==> src/hw/rtl/fbpa_pkg.sv <==
`default_nettype none

package fbpa_pkg;

	// Default build parameters.
	localparam int MAX_BLOCKS_DEF = 1024;
	localparam int ADDR_WIDTH_DEF = 32;

	// Field and register widths.
	localparam int OPCODE_W   = 2;
	localparam int ADDRESS_W  = 32;
	localparam int STATUS_W   = 2;
	localparam int BASE_W     = 32;
	localparam int BSIZE_W    = 16;
	localparam int BCOUNT_W   = 11;
	localparam int CFG_IDX_W  = 2;
	localparam int CFG_DATA_W = 32;

	// Register reset values.
	localparam logic [BASE_W-1:0]   BASE_RST   = '0;
	localparam logic [BSIZE_W-1:0]  BSIZE_RST  = 16'd64;
	localparam logic [BCOUNT_W-1:0] BCOUNT_RST = 11'd1024;

	// Register indexes on the configuration port.
	localparam logic [CFG_IDX_W-1:0] CFG_BASE   = 2'd0;
	localparam logic [CFG_IDX_W-1:0] CFG_BSIZE  = 2'd1;
	localparam logic [CFG_IDX_W-1:0] CFG_BCOUNT = 2'd2;

	// Operation codes.
	localparam logic [OPCODE_W-1:0] OP_ALLOC = 2'd0;
	localparam logic [OPCODE_W-1:0] OP_FREE  = 2'd1;
	localparam logic [OPCODE_W-1:0] OP_RESET = 2'd2;

	// Result status codes.
	localparam logic [STATUS_W-1:0] ST_OK      = 2'd0;
	localparam logic [STATUS_W-1:0] ST_EMPTY   = 2'd1;
	localparam logic [STATUS_W-1:0] ST_OUTSIDE = 2'd2;
	localparam logic [STATUS_W-1:0] ST_FULL    = 2'd3;

	typedef enum logic [3:0] {
		S_IDLE,
		S_ALLOC,
		S_AMUL,
		S_AADD,
		S_FCHK,
		S_FDIV,
		S_FPUSH,
		S_OUT
	} state_t;

	// Commands from the controller to the datapath.
	typedef struct packed {
		logic accept;
		logic list_reset;
		logic set_nop;
		logic alloc_pick;
		logic alloc_empty;
		logic alloc_mul;
		logic alloc_add;
		logic free_outside;
		logic div_init;
		logic div_step;
		logic free_push;
		logic out_load;
	} cmd_t;

	// Status from the datapath to the controller.
	typedef struct packed {
		logic can_alloc;
		logic outside;
	} stat_t;

endpackage

`default_nettype wire

==> src/hw/rtl/fbpa_ctrl.sv <==
`default_nettype none

module fbpa_ctrl #(
	parameter int MAX_BLOCKS = fbpa_pkg::MAX_BLOCKS_DEF
) (
	input  wire logic                            clk,
	input  wire logic                            arst_n,
	input  wire logic                            in_valid,
	output logic                                 in_stall,
	input  wire logic [fbpa_pkg::OPCODE_W-1:0]   opcode,
	output logic                                 out_valid,
	input  wire logic                            out_stall,
	input  wire fbpa_pkg::stat_t                 stat,
	output fbpa_pkg::cmd_t                       cmd
);

	localparam int IW = $clog2(MAX_BLOCKS);
	localparam int SW = (IW > 1) ? $clog2(IW) : 1;

	fbpa_pkg::state_t state_q;
	fbpa_pkg::state_t state_d;
	logic [SW-1:0]    cnt_q;
	logic             out_valid_q;
	logic             out_free;

	assign out_free = !out_valid_q || !out_stall;

	always_comb begin
		state_d = state_q;
		case (state_q)
			fbpa_pkg::S_IDLE: begin
				if (in_valid) begin
					case (opcode)
						fbpa_pkg::OP_ALLOC: state_d = fbpa_pkg::S_ALLOC;
						fbpa_pkg::OP_FREE:  state_d = fbpa_pkg::S_FCHK;
						default:            state_d = fbpa_pkg::S_OUT;
					endcase
				end
			end
			fbpa_pkg::S_ALLOC: begin
				state_d = stat.can_alloc ? fbpa_pkg::S_AMUL : fbpa_pkg::S_OUT;
			end
			fbpa_pkg::S_AMUL: state_d = fbpa_pkg::S_AADD;
			fbpa_pkg::S_AADD: state_d = fbpa_pkg::S_OUT;
			fbpa_pkg::S_FCHK: begin
				state_d = stat.outside ? fbpa_pkg::S_OUT : fbpa_pkg::S_FDIV;
			end
			fbpa_pkg::S_FDIV: begin
				if (cnt_q == '0) begin
					state_d = fbpa_pkg::S_FPUSH;
				end
			end
			fbpa_pkg::S_FPUSH: state_d = fbpa_pkg::S_OUT;
			fbpa_pkg::S_OUT: begin
				if (out_free) begin
					state_d = fbpa_pkg::S_IDLE;
				end
			end
			default: state_d = fbpa_pkg::S_IDLE;
		endcase
	end

	always_comb begin
		cmd = '0;
		case (state_q)
			fbpa_pkg::S_IDLE: begin
				if (in_valid) begin
					cmd.accept = 1'b1;
					if (opcode == fbpa_pkg::OP_RESET) begin
						cmd.list_reset = 1'b1;
					end
					if (opcode != fbpa_pkg::OP_ALLOC && opcode != fbpa_pkg::OP_FREE) begin
						cmd.set_nop = 1'b1;
					end
				end
			end
			fbpa_pkg::S_ALLOC: begin
				if (stat.can_alloc) begin
					cmd.alloc_pick = 1'b1;
				end else begin
					cmd.alloc_empty = 1'b1;
				end
			end
			fbpa_pkg::S_AMUL: cmd.alloc_mul = 1'b1;
			fbpa_pkg::S_AADD: cmd.alloc_add = 1'b1;
			fbpa_pkg::S_FCHK: begin
				if (stat.outside) begin
					cmd.free_outside = 1'b1;
				end else begin
					cmd.div_init = 1'b1;
				end
			end
			fbpa_pkg::S_FDIV:  cmd.div_step = 1'b1;
			fbpa_pkg::S_FPUSH: cmd.free_push = 1'b1;
			fbpa_pkg::S_OUT:   cmd.out_load = out_free;
			default: begin
			end
		endcase
	end

	always_ff @(posedge clk or negedge arst_n) begin
		if (!arst_n) begin
			state_q     <= fbpa_pkg::S_IDLE;
			cnt_q       <= '0;
			out_valid_q <= 1'b0;
		end else begin
			state_q <= state_d;
			if (cmd.div_init) begin
				cnt_q <= SW'(IW - 1);
			end else if (cmd.div_step) begin
				cnt_q <= cnt_q - SW'(1);
			end
			if (cmd.out_load) begin
				out_valid_q <= 1'b1;
			end else if (!out_stall) begin
				out_valid_q <= 1'b0;
			end
		end
	end

	assign in_stall  = (state_q != fbpa_pkg::S_IDLE);
	assign out_valid = out_valid_q;

endmodule

`default_nettype wire

==> config.mk <==
export PLATFORM = sky130hd
export DESIGN_NAME = fbpa_ctrl
export DESIGN_NICKNAME = d
export VERILOG_FILES = /design/src/hw/rtl/fbpa_pkg.sv /design/src/hw/rtl/fbpa_ctrl.sv
export SDC_FILE = /design/constraint.sdc
export NUM_CORES = 1
export LEC_CHECK = 0
export BUFFER_PORTS_ARGS = -buffer_cell sky130_fd_sc_hd__buf_2
export CAP_MARGIN = 25
export CORE_AREA = 2 2 39 41
export DETAILED_ROUTE_END_ITERATION = 12
export DIE_AREA = 0 0 41 43
export GPL_ROUTABILITY_DRIVEN = 0
export PLACE_DENSITY = 0.75
export RECOVER_POWER = 25
export SLEW_MARGIN = 10
export SYNTH_ARGS = -nofsm -noshare
export SYNTH_HDL_FRONTEND = slang
export SYNTH_SLANG_ARGS = --single-unit
==> constraint.sdc <==
create_clock -name clk -period 3.8 [get_ports clk]
set_clock_uncertainty 0.15 [all_clocks]
set_input_delay 0.19 -clock clk [delete_from_list [all_inputs] [get_ports clk]]
set_output_delay 0.19 -clock clk [all_outputs]
set_load 0.01 [all_outputs]
---- Word-level counts from Yosys, hierarchy flattened ----
Index checks and enable logic that the tools add are counted.
word-level totals
  output and inout port bits .............. 14
  logic and storage cells ................. 56
  register bits after elaboration ......... 9
cells by class
  multiplexer cells ....................... 26
  equal/unequal tests ..................... 14
  $add $sub $neg .......................... 1
  reductions and logical operators ........ 12
operators with widths
  cell                                                                     number
  4-bit one-hot mux with 7 select lines                                    1
  4-bit two-way mux                                                        5
  4-bit by 3-bit == test with 1-bit output, second input constant          4
  1-bit two-way mux                                                        13
  3-bit two-way mux                                                        3
  4-bit by 2-bit == test with 1-bit output, second input constant          2
  4-bit zero test                                                          2
  2-bit two-way mux                                                        3
  2-bit inequality test, second input constant                             3
  3-bit one-hot mux with 2 select lines                                    1
  4-bit by 1-bit == test with 1-bit output, second input constant          1
  2-bit by 1-bit inequality test with 1-bit output, second input constant  2
  2-bit nonzero test                                                       2
  4-bit nonzero test                                                       1
  4-bit by 1-bit subtractor with 4-bit output, second input constant       1
  3-bit AND reduction                                                      1
  2-bit by 1-bit == test with 1-bit output, second input constant          1
  2-bit == test, second input constant                                     1
  1-bit zero test                                                          2
  2-bit zero test                                                          1
  2-bit OR reduction                                                       1
  1-bit logical AND                                                        1
  1-bit logical OR                                                         1

---- Longest topological paths before layout ----
Gate-level depths: netlist of the first run.
  depth in word-level cells ............... 5
  depth in mapped cells ................... 5

---- Worst setup path after synthesis of the first run ----
No wires, ideal clock.
  path kind ............................... reg-to-output
  start ................................... register state_q[2]
  end ..................................... output port cmd[10] (netlist bit)
  path slack .............................. 2.328 ns
  path buffers ............................ 0
  data required time ...................... 3.460 ns
  data arrival time ....................... 1.132 ns
  stages on the path, launching flop included .. 4
  path through ............................ dfrtp_1 and3b_1 nor3b_2 nor2b_1
RTL lines
  what                    line              source
  start, declared         fbpa_ctrl.sv:20   fbpa_pkg::state_t state_q;
  start signal, assigned  fbpa_ctrl.sv:103  state_q <= fbpa_pkg::S_IDLE;
  start signal, assigned  fbpa_ctrl.sv:107  state_q <= state_d;
  end, declared           fbpa_ctrl.sv:14   output fbpa_pkg::cmd_t cmd

==> results of run 1 <==
[registers in the layout (all words and copies together), names as in the netlist]
register and count:
cnt_q 4, out_valid 1, state_q 3
[how the worst min path moves through the flow]
stage / start / endpoint / slack [ns] / depth (start not counted)
finish: out_stall / out_valid$_DFFE_PN0P_ / 0.10 / 3
global route: out_stall / out_valid$_DFFE_PN0P_ / 0.13 / 3
CTS: out_stall / out_valid$_DFFE_PN0P_ / 0.10 / 3
detailed placement: arst_n / cnt_q[3]$_DFFE_PN0P_ / -0.11 / 1
global placement: arst_n / cnt_q[3]$_DFFE_PN0P_ / -0.11 / 1
floorplan: arst_n / cnt_q[0]$_DFFE_PN0P_ / -0.26 / 0
[metal layers]
layer | global-route usage [%] | up-vias
met4 | 8.00 | 0
met3 | 3.14 | 2
met5 | 0 | -
met2 | 24.7 | 12
li1 | - | 267
met1 | 21.9 | 232
[tightest hold or removal path, cell delays in order]
cell and delay, ns:
buf_2 0.09, nand2_1 0.11, nand2_1 0.08
[cell type report]
type / instances / area (sq um)
clock buffer: 3 / 22.5
fill: 128 / 656
inverter: 4 / 15.0
multi-input combinational: 47 / 357
sequential: 8 / 200
tap: 16 / 20.0
timing repair buffer: 22 / 114
[through the flow]
| stage | setup slack [ns] | instances | power, mW |
|---|---|---|---|
| 4_1_cts | 1.88 | 100 | 0.549 |
| 2_1_floorplan | 2.33 | 64 | 0.436 |
| 5_1_grt | 1.80 | 100 | 0.597 |
| 3_5_place_dp | 2.15 | 96 | 0.481 |
| 3_3_place_gp | 2.20 | 96 | 0.470 |
| 6_report | 1.89 | 100 | 0.544 |
[power by group through the flow]
stage / sequential, mW / clock, mW / combinational [mW]
after detailed placement: 0.219 / 0 / 0.262
final: 0.219 / 0.0639 / 0.261
after global routing: 0.228 / 0.0731 / 0.295
after CTS: 0.217 / 0.0661 / 0.266
after floorplan: 0.166 / 0 / 0.270
after global placement: 0.215 / 0 / 0.255
[logic make-up after synthesis]
family                   count (synthesis)  synth area share [%]
AO/OA/AOI/OAI                           11                  15.1
XOR/XNOR                                 2                  2.86
adder cells (fa/ha/maj)                  2                  4.09
buffers and inverters                    9                  9.00
flip-flops                               8                  32.7
multiplexers                             1                  1.64
AND/OR/NAND/NOR                         31                  34.6
[placed cells by master, fill, tap and decap left out, types with 2 or more instances in the layout]
cell type	instances
nand2b_1	3
buf_2	20
and3b_1	2
nor2_1	5
ha_1	2
inv_1	4
nor2b_1	2
nor3_1	3
nor4b_1	2
dfrtp_1	8
a21oi_1	2
nand2_1	5
nor3b_1	2
clkbuf_4	3
==> results.txt, run 1 <==
Cells fill 52.6% of the core in the end. STA classifies the critical path endpoint as an output port. Setup repair after global routing left no endpoint under its margin.

For this run, the slowest stage of the critical path takes 0.57 ns. The post-synthesis cell type with the largest combined area is dfrtp_1. The hold violation total from the final report came out at 0. The number of nets at the end of the flow is 96. The global route total overflow is 0.

The number of antenna violations at the first check in global routing was 0. The detailed-routed wire length on met2 came out at 597 microns. The via count came out at 513. The slowest stage of the critical path belongs to the cell dfrtp_1. In the synthesized netlist the dominant register cell turns out to be dfrtp_1. The start of the worst register-to-register path is state_q[0]$_DFFE_PN0P_. The highest achievable clock rate came out at 524 MHz. The count of port buffers added during placement is 21.

The width of the die came out at 41 microns. For the worst flop-to-flop path, the logic depth is 3. By count the netlist is led by 8 x dfrtp_1, 5 x nand2_1, 5 x nor2_1, 4 x inv_1. For this design the static power due to leakage is 0.356 nW. The number of global-route vias before repair came out at 439.

The placeable core region came out at 1380 sq um. The post-synthesis average cell area came out at 9.56 sq um. After clock tree synthesis, the flow added hold-fix buffers numbering 1. The shortest clock period the worst path allows after layout is 1.91 ns. The buffer and inverter count on the worst path came out at 1. CTS built an H-tree with a depth of 1.

In this run the biggest area consumer among cell types represents 32.7% of the synthesized area. The worst hold slack across all endpoints is 0.101 ns. Of the total power, combinational logic draws 48.0%.

The flow ran to the end, and the final reports show no timing, DRC or antenna violations. After detailed routing, the average wire length per cell comes to 12.3 microns. The clock latency reported for the late side of the worst-skew pair is 0.25 ns. Summing all non-filler instances in the final layout gives an area of 728 sq um. The die is 43 microns tall. The endpoint identified for the worst register-to-register timing path is state_q[0]$_DFFE_PN0P_. The critical path crosses 3 cells after its start point. The fraction of layout cells with a size suffix above 1 is 36.9%.

The final layout contains routed wiring with a total length of 1230 microns. The largest net degree at the start of global routing is 18. In this run the worst path has a maximum fanout of 17.

In this run, the clock network consumes 11.7% of the power. The remaining antenna violation count came out at 0. The relative area change from synthesis to final layout is 19.0%. The most common cell in the synthesized netlist is dfrtp_1. The wire length of the first global-routing pass is 1950 microns.

Clock tree synthesis selected as its root buffer the cell clkbuf_4. The detailed router finished its first iteration with 2 violations. In this run the worst setup path terminates at cmd[11]. The number of CTS-inserted buffers came out at 3.

The number of buffers added for setup after CTS came out at 0. Setup violations remaining at the end of the flow were counted as 0. The clock-pin transition on the worst setup and hold timing paths is 0.05 ns.

The cell family contributing the most delay on the critical path is simple AND/OR/NAND/NOR gates. Dividing the detail-routed via count by the number of cells gives 5.13. In this run the tightest slew margin relative to its limit is 63.7%. The CTS tree is yes. The sum of net half-perimeters after detailed placement is 879 microns. The initial core utilization is 44.2%. The DRC violation count after routing is 0. The max-cap violation count is 0. The register-to-register setup slack came out at 2.21 ns. Setup total negative slack on the finished layout was measured at 0 ns. The share of synthesized flip-flops with an asynchronous set or reset came out at 100%. The post-synthesis instance area came out at 612 sq um. The startpoint class of the critical path is a register. The number of flops mapped to enable cells by yosys came out at 0. The internal power of the cells totals 0.298 mW. The switching share of power is 45.3%. The critical path starts at state_q[0]$_DFFE_PN0P_. The number of cell rows came out at 14. The number of flip-flops and latches in the synthesized netlist is 8. The count of boundary I/O pins came out at 22. The count of antenna diodes in the layout came out at 0. The count of pins over their slew limit is 0.

Sorting the synthesized cells by area gives the leading types as dfrtp_1 33%, ha_1 4.1%, nor4b_4 3.9%. For this block, wires on met1 add up to 593 microns. The highest metal layer with signal wires is met4.

The die footprint is 1760 sq um. The net count after synthesis is 74. The distinct cell type count after synthesis came out at 34. The total number of clock tree sinks is 8. The power per standard cell area is 747 nW/um^2. The placed instance area is 697 sq um. Data arrives at the worst endpoint at 1.57 ns. After technology mapping, the gate count stands at 64.

The net switching power figure came out at 0.246 mW. The final critical-path share of the clock period came out at 50.2%. The sequential share of power is 40.3%. The post-synthesis sequential area ratio is 32.7%. For this run, the total global-route usage over all layers was measured as 16.5%. The number of iterations in the first detailed-routing pass came out at 4. The classification of the worst-slack hold path is in -> reg. At the worst endpoint, the required time is 3.46 ns. The count of synthesis-stage warnings from yosys came out at 0. The met3 wire length is 35 microns. The critical path class is reg -> out.

Walking the worst path, the cells encountered are or3_4 -> nor2_1 -> buf_2. The highest ir drop seen on vdd came out at 0.387 mV. The maximum buffer depth of the clock tree is 2.

At the pin with the least slew margin, the transition time is 0.544 ns. After clock tree synthesis, the repair step resized 0 gates.
No activity file was read; power rests on OpenSTA's default activity.
==> run 2, diff against run 1 <==
--- a/config.mk
+++ b/config.mk
@@ -7,11 +7,11 @@
 export LEC_CHECK = 0
 export BUFFER_PORTS_ARGS = -buffer_cell sky130_fd_sc_hd__buf_2
 export CAP_MARGIN = 25
-export CORE_AREA = 2 2 39 41
+export CORE_MARGIN = 2
+export CORE_UTILIZATION = 42
 export DETAILED_ROUTE_END_ITERATION = 12
-export DIE_AREA = 0 0 41 43
 export GPL_ROUTABILITY_DRIVEN = 0
-export PLACE_DENSITY = 0.75
+export PLACE_DENSITY = 0.72
 export RECOVER_POWER = 25
 export SLEW_MARGIN = 10
 export SYNTH_ARGS = -nofsm -noshare
==> constraint.sdc (replaced) <==
create_clock -name clk -period 1.6 [get_ports clk]
set_clock_uncertainty 0.15 [all_clocks]
set_input_delay 0.08 -clock clk [delete_from_list [all_inputs] [get_ports clk]]
set_output_delay 0.08 -clock clk [all_outputs]
set_load 0.01 [all_outputs]
==> results.txt, run 2 (synthesized netlist as in run 1, its figures left out) <==
The flow ran to the end, but the final reports show violations. The final reports fail on hold timing, setup timing. The die covers 1780 sq um. After detailed routing, the number of vias per cell comes to 5.39. The fraction of layout cells with a size suffix above 1 came out at 52.5%. Power comes to 1.63 mW. The global route total overflow is 0. Buffers inserted during clock tree synthesis total 3.

Setup repair after global routing could not meet its margin everywhere. The path class of the tightest hold or removal check is in -> reg. Once the floorplan was initialized, standard cells occupied 45.9% of the core.

In this run, the number of DRC markers left after iteration 0 of detailed routing was 16. The detailed router placed 614 vias in this run. The count of antenna diodes in the layout came out at 0.

The number of nets at the end of the flow came out at 111. The count of port buffers added during placement came out at 21. The worst hold slack across all endpoints is -0.00998 ns. The critical-path maximum fanout came out at 6. The critical path class is reg -> out. The required arrival time at the worst endpoint is 1.37 ns. The data arrival time at the worst-slack endpoint is 1.40 ns. The relative slew slack came out at 70.8%. Net switching is 43.0% of the power. The worst stage delay on the critical path is 0.44 ns. The setup-violating endpoint count in the final report came out at 1.

The final critical-path share of the clock period came out at 102%. The worst-case setup margin in the final layout is -0.0265 ns. CTS placed an instance of clkbuf_4 at the clock tree root. The number of cell rows is 13. The internal portion of total power came out at 0.931 mW. The category of the worst setup path capture point is an output port. The count of boundary I/O pins came out at 22. The library cell used most frequently in the layout, excluding fill and tap cells, is buf_2. Detailed placement ended at an HPWL of 918 microns. The top cell types in the final layout, fill and taps aside, are 20 x buf_2, 12 x buf_4, 5 x nand2_1, 5 x nor2_1, 5 x dfrtp_1.

The analysis attributes to cell leakage a power of 0.443 nW. Clock-pin slew was measured on the worst setup and hold paths at 0.06 ns. The tool flagged a number of max-cap violations equal to 0. In this run the number of H-tree levels came out at 1. For the worst-skew pair, the clock arrives at the later sink with an insertion delay of 0.26 ns. The height of the chip is 42.2 microns.

The number of global-route vias before repair came out at 531. The number of iterations in the first detailed-routing pass is 4. The first global-routing pass estimated 2290 microns of wire. The routed wire length per instance came out at 13.3 microns. The net switching power figure came out at 0.701 mW. The width of the die came out at 42.2 microns. The flip-flop count of the largest register, all copies and words added is 4.

The aggregate global-route resource usage came out at 17.4%. The clock network accounts for 9.9% of the total power. The worst setup path is launched from a register. The critical path goes through and3b_2 -> nor3b_4 -> nor2b_1 -> buf_2. The fill cell total of the finished layout is 113. The largest net degree at the start of global routing is 10. The highest ir drop seen on vdd came out at 0.984 mV. The CTS tree is yes. The DRC violation count after routing is 0. In this run the remaining antenna-violating nets after routing total 0. Based on the critical path, the design can be clocked at up to 615 MHz. Counting along the longest clock path gives a buffer depth of 2. The proportion of power drawn by combinational gates came out at 63.0%. In this run the power density over the cells is 1840 nW/um^2. The relative area change from synthesis to final layout is 45.0%. For this design, the slowest cell found on the critical path is dfrtp_2. The number of antenna violations at the first check in global routing came to 0.

The count of pins over their slew limit was 0. The sequential share of power is 27.1%. The hold violation total from the final report is 1. The final routed wirelength across all metal layers came out at 1510 microns. The placeable core region came out at 1330 sq um. The total number of clock tree sinks came out at 8. The slew at the pin closest to its max-slew limit came out at 0.439 ns.

More flip-flops sit in one register than any other, and that register is cnt_q. The shortest clock period the worst path allows after layout is 1.63 ns.
run 2: cell types whose count changed in the layout (fill, tap and decap cells not counted), moves of 2 or more:
cell and change:
buf_4 +12, buf_6 +2, dfrtp_1 -3, dfrtp_2 +3
run 2: repair_timing:
action	in CTS	in global routing
resized for setup	3	12
hold endpoints to repair	9	1
pin swaps	1	1
setup endpoints to repair	8	8
buffers inserted	6	4
hold buffers	1	1
run 2: final timing paths:
path                                         from                      to  slack (ns)  cells past startpoint
min reg2reg                  cnt_q[3]$_DFFE_PN0P_    cnt_q[3]$_DFFE_PN0P_        0.35                      1
min in group asynchronous                  arst_n    cnt_q[0]$_DFFE_PN0P_        0.11                      2
min                                     out_stall   out_valid$_DFFE_PN0P_       -0.01                      3
max reg2reg                state_q[1]$_DFFE_PN0P_  state_q[1]$_DFFE_PN0P_        0.11                      4
max                        state_q[2]$_DFFE_PN0P_                 cmd[10]       -0.03                      4
max in group asynchronous                  arst_n  state_q[0]$_DFFE_PN0P_        0.86                      2
run 2: stage by stage:
step	setup slack, ns	std cells	util (%)	area, sq um	setup TNS [ns]
floorplan	0.202	64	-	612	0
global placement	0.151	99	54.4	726	0
detailed placement	0.118	99	54.4	726	0
CTS	-0.0118	109	60.5	807	-0.0118
global route	-0.109	114	66.5	887	-0.214
finish	-0.0265	114	66.5	887	-0.0265
run 2: worst max-delay path, delay by kind of cell, from the launching register on:
family        cells  cell delay [ns]
simple gates      3             0.56
flops             1             0.44
buf+inv           1             0.13
run 2: per-layer routing:
layer | wire [microns] | global-route usage (%) | vias up
li1 | - | - | 300
met5 | 0 | 0 | -
met2 | 739 | 27.4 | 22
met1 | 624 | 19.8 | 284
met4 | 42 | 8.13 | 0
met3 | 106 | 8.19 | 8
run 2: layout make-up:
class | count | area (sq um) | share of cell area, %
Clock buffer | 3 | 22.5 | 2.54
Sequential cell | 8 | 204 | 23.0
Multi-Input combinational cell | 47 | 390 | 44.0
Timing Repair Buffer | 37 | 236 | 26.7
Inverter | 4 | 15.0 | 1.69
Tap cell | 15 | 18.8 | 2.12
run 2: power groups by stage:
| stage | Combinational, mW | Clock [mW] | Sequential (mW) |
|---|---|---|---|
| after floorplan | 0.641 | 0 | 0.395 |
| after global placement | 0.730 | 0 | 0.462 |
| after detailed placement | 0.744 | 0 | 0.467 |
| after CTS | 0.866 | 0.165 | 0.448 |
| after global routing | 1.12 | 0.178 | 0.456 |
| final | 1.03 | 0.162 | 0.442 |
==> run 3, diff against run 2 <==
--- a/config.mk
+++ b/config.mk
@@ -9,6 +9,7 @@
 export CAP_MARGIN = 25
 export CORE_MARGIN = 2
 export CORE_UTILIZATION = 42
+export CTS_BUF_LIST = sky130_fd_sc_hd__clkbuf_16
 export DETAILED_ROUTE_END_ITERATION = 12
 export GPL_ROUTABILITY_DRIVEN = 0
 export PLACE_DENSITY = 0.72
==> results.txt, run 3 (synthesized netlist as in run 1, its figures left out) <==
The number of antenna violations at the first check in global routing is 0. The average vias per placed instance is 5.26. The critical-path maximum fanout came out at 6. STA classifies the critical path startpoint as a register. The met3 usage came out at 3.88%. The max-cap violation count is 0.

The worst register-to-register path has a setup slack of 0.20 ns. The via count came out at 558. The worst-case setup margin in the final layout is -0.000258 ns. Setup repair after global routing could not meet its margin everywhere. Of the cells placed in the final design, the portion with a size suffix greater than 1 is 47.3%. The highest ir drop seen on vdd came out at 1.24 mV. The finished cells cover 847 sq um.

The worst hold path belongs to the class in -> reg. The number of CTS-inserted buffers came out at 3. The root buffer cell chosen for the clock tree is clkbuf_16. The height of the chip is 42.2 microns. The count of port buffers added during placement is 21.

The number of global-route vias before repair came out at 494. The placed instances occupy a cell area of 726 sq um. The core region is 1330 sq um. The shortest clock period the worst path allows after layout is 1.60 ns.

Along the worst hold path, the cell count comes to 3. The library cell used most frequently in the layout, excluding fill and tap cells, is buf_2. The flip-flop count of the largest register, all copies and words added is 4.

The global routing usage on met2 is 24.9%. Compared with the post-synthesis result, the final layout area differs by 38.4%. The checks that failed: setup timing. The terminating pin of the worst hold path is cnt_q[2]$_DFFE_PN0P_.

The global route total overflow came out at 0. The maximum buffer depth of the clock tree came out at 2. The die covers 1780 sq um. The iteration-0 DRC count of the detailed router came out at 3. The power per standard cell area came out at 2010 nW/um^2. The initial core utilization came out at 45.9%.

The number of nets at the end of the flow came out at 103. Hold is met by 0.0179 ns. The slew at the pin closest to its max-slew limit is 0.442 ns. The data arrival time at the worst-slack endpoint came out at 1.37 ns. In the routed design, unresolved DRC markers number 0. The critical path class is reg -> out.

The worst hold path startpoint is stat[0]. The width of the die came out at 42.2 microns. The non-filler instance count after layout is 106. The total instance count after detailed placement is 99. The most flop-heavy register is cnt_q. Entering global routing, the biggest net connects 14 pins. The remaining antenna violation count is 0. The worst register-to-register path begins at state_q[1]$_DFFE_PN0P_.

The flow ran to the end, but the final reports show violations. Once layout is complete, the utilization of the core stands at 63.5%. The number of cell rows came out at 13.

The aggregate global-route resource usage came out at 14.8%. The sum of net half-perimeters after detailed placement came out at 918 microns. Counting cells, the worst reg-to-reg path comes to 3. The worst reg2reg path endpoint is state_q[0]$_DFFE_PN0P_. The first global-routing pass estimated 2090 microns of wire. The first detailed-routing pass ran for 2 iterations.

The final routed wirelength across all metal layers came out at 1270 microns. The count of pins over their slew limit came out at 0. The global-route track usage on met1 came out at 19.5%. The leakage power is 0.416 nW.

The required arrival time at the worst endpoint came out at 1.37 ns. The global routing stage identified its most utilized layer as met2. The clock latency reported for the late side of the worst-skew pair is 0.23 ns. The category of the worst setup path capture point is an output port. The setup-violating endpoint count in the final report came out at 1. Clock-pin slew was measured on the worst setup and hold paths at 0.04 ns.

The count of antenna diodes in the layout came out at 0. The routed wire length per instance is 12.0 microns. The post-route total power came out at 1.71 mW. In this run the number of H-tree levels came out at 1. The tree built by TritonCTS fans out to 8 sinks. TritonCTS built the clock tree. In the layout the commonest cells are 20 x buf_2, 6 x buf_4, 5 x nand2_1, 5 x nor2_1, 5 x dfrtp_1. The relative slew slack is 70.6%. The hold violation total from the final report came to 0. After layout, the worst path uses 100% of the clock period. The highest achievable clock rate is 625 MHz. The count of boundary I/O pins is 22.
## run 3: power breakdown
part	switching (mW)	leakage, nW	total (mW)	internal, mW
clock network	0.0890	0.0370	0.410	0.321
logic	0.416	0.291	0.834	0.418
registers	0.149	0.0883	0.461	0.312
total	0.654	0.416	1.71	1.05
## run 3: per-layer routing
metal,wire [microns],part of all wire [%],up-vias
li1,-,-,284
met1,588,46,264
met2,637,50,10
met3,48,3.8,0
met4,0,0,0
met5,0,0,-
## run 3: timing repair
| item | 4_1_cts | 5_1_grt |
|---|---|---|
| hold endpoints to repair | 8 | 0 |
| pin swaps | 1 | 0 |
| setup buffers | 1 | 2 |
| hold buffers | 1 | 0 |
| endpoints found under the setup margin | 6 | 5 |
| resized for setup | 3 | 3 |
## run 3: cell type report
cell class | count | area, sq um
Inverter | 4 | 15.0
Timing Repair Buffer | 29 | 164
Clock buffer | 3 | 75.1
Sequential cell | 8 | 204
Fill cell | 119 | 487
Multi-Input combinational cell | 47 | 370
Tap cell | 15 | 18.8
## run 3: how the worst max path moves through the flow
stage | startpoint | end | slack (ns) | cells past startpoint
after global routing | state_q[2]$_DFFE_PN0P_ | cmd[10] | -0.06 | 4
after floorplan | state_q[0]$_DFFE_PN0P_ | state_q[0]$_DFFE_PN0P_ | 0.20 | 4
after CTS | state_q[0]$_DFFE_PN0P_ | cmd[11] | 0.01 | 3
final | state_q[2]$_DFFE_PN0P_ | cmd[10] | -0.0003 | 4
after global placement | state_q[0]$_DFFE_PN0P_ | state_q[0]$_DFFE_PN0P_ | 0.15 | 3
after detailed placement | state_q[0]$_DFFE_PN0P_ | state_q[0]$_DFFE_PN0P_ | 0.12 | 3
## run 3: critical path: stages, from the launching register on
cell	delay, ns
dfrtp_2	0.44
and3b_2	0.27
nor3b_4	0.17
nor2b_1	0.14
buf_2	0.13
## run 3: stage by stage
step / worst slack [ns] / setup TNS [ns]
finish: -0.000258 / -0.000258
global route: -0.0620 / -0.0804
CTS: 0.0128 / 0
detailed placement: 0.118 / 0
global placement: 0.151 / 0
floorplan: 0.202 / 0
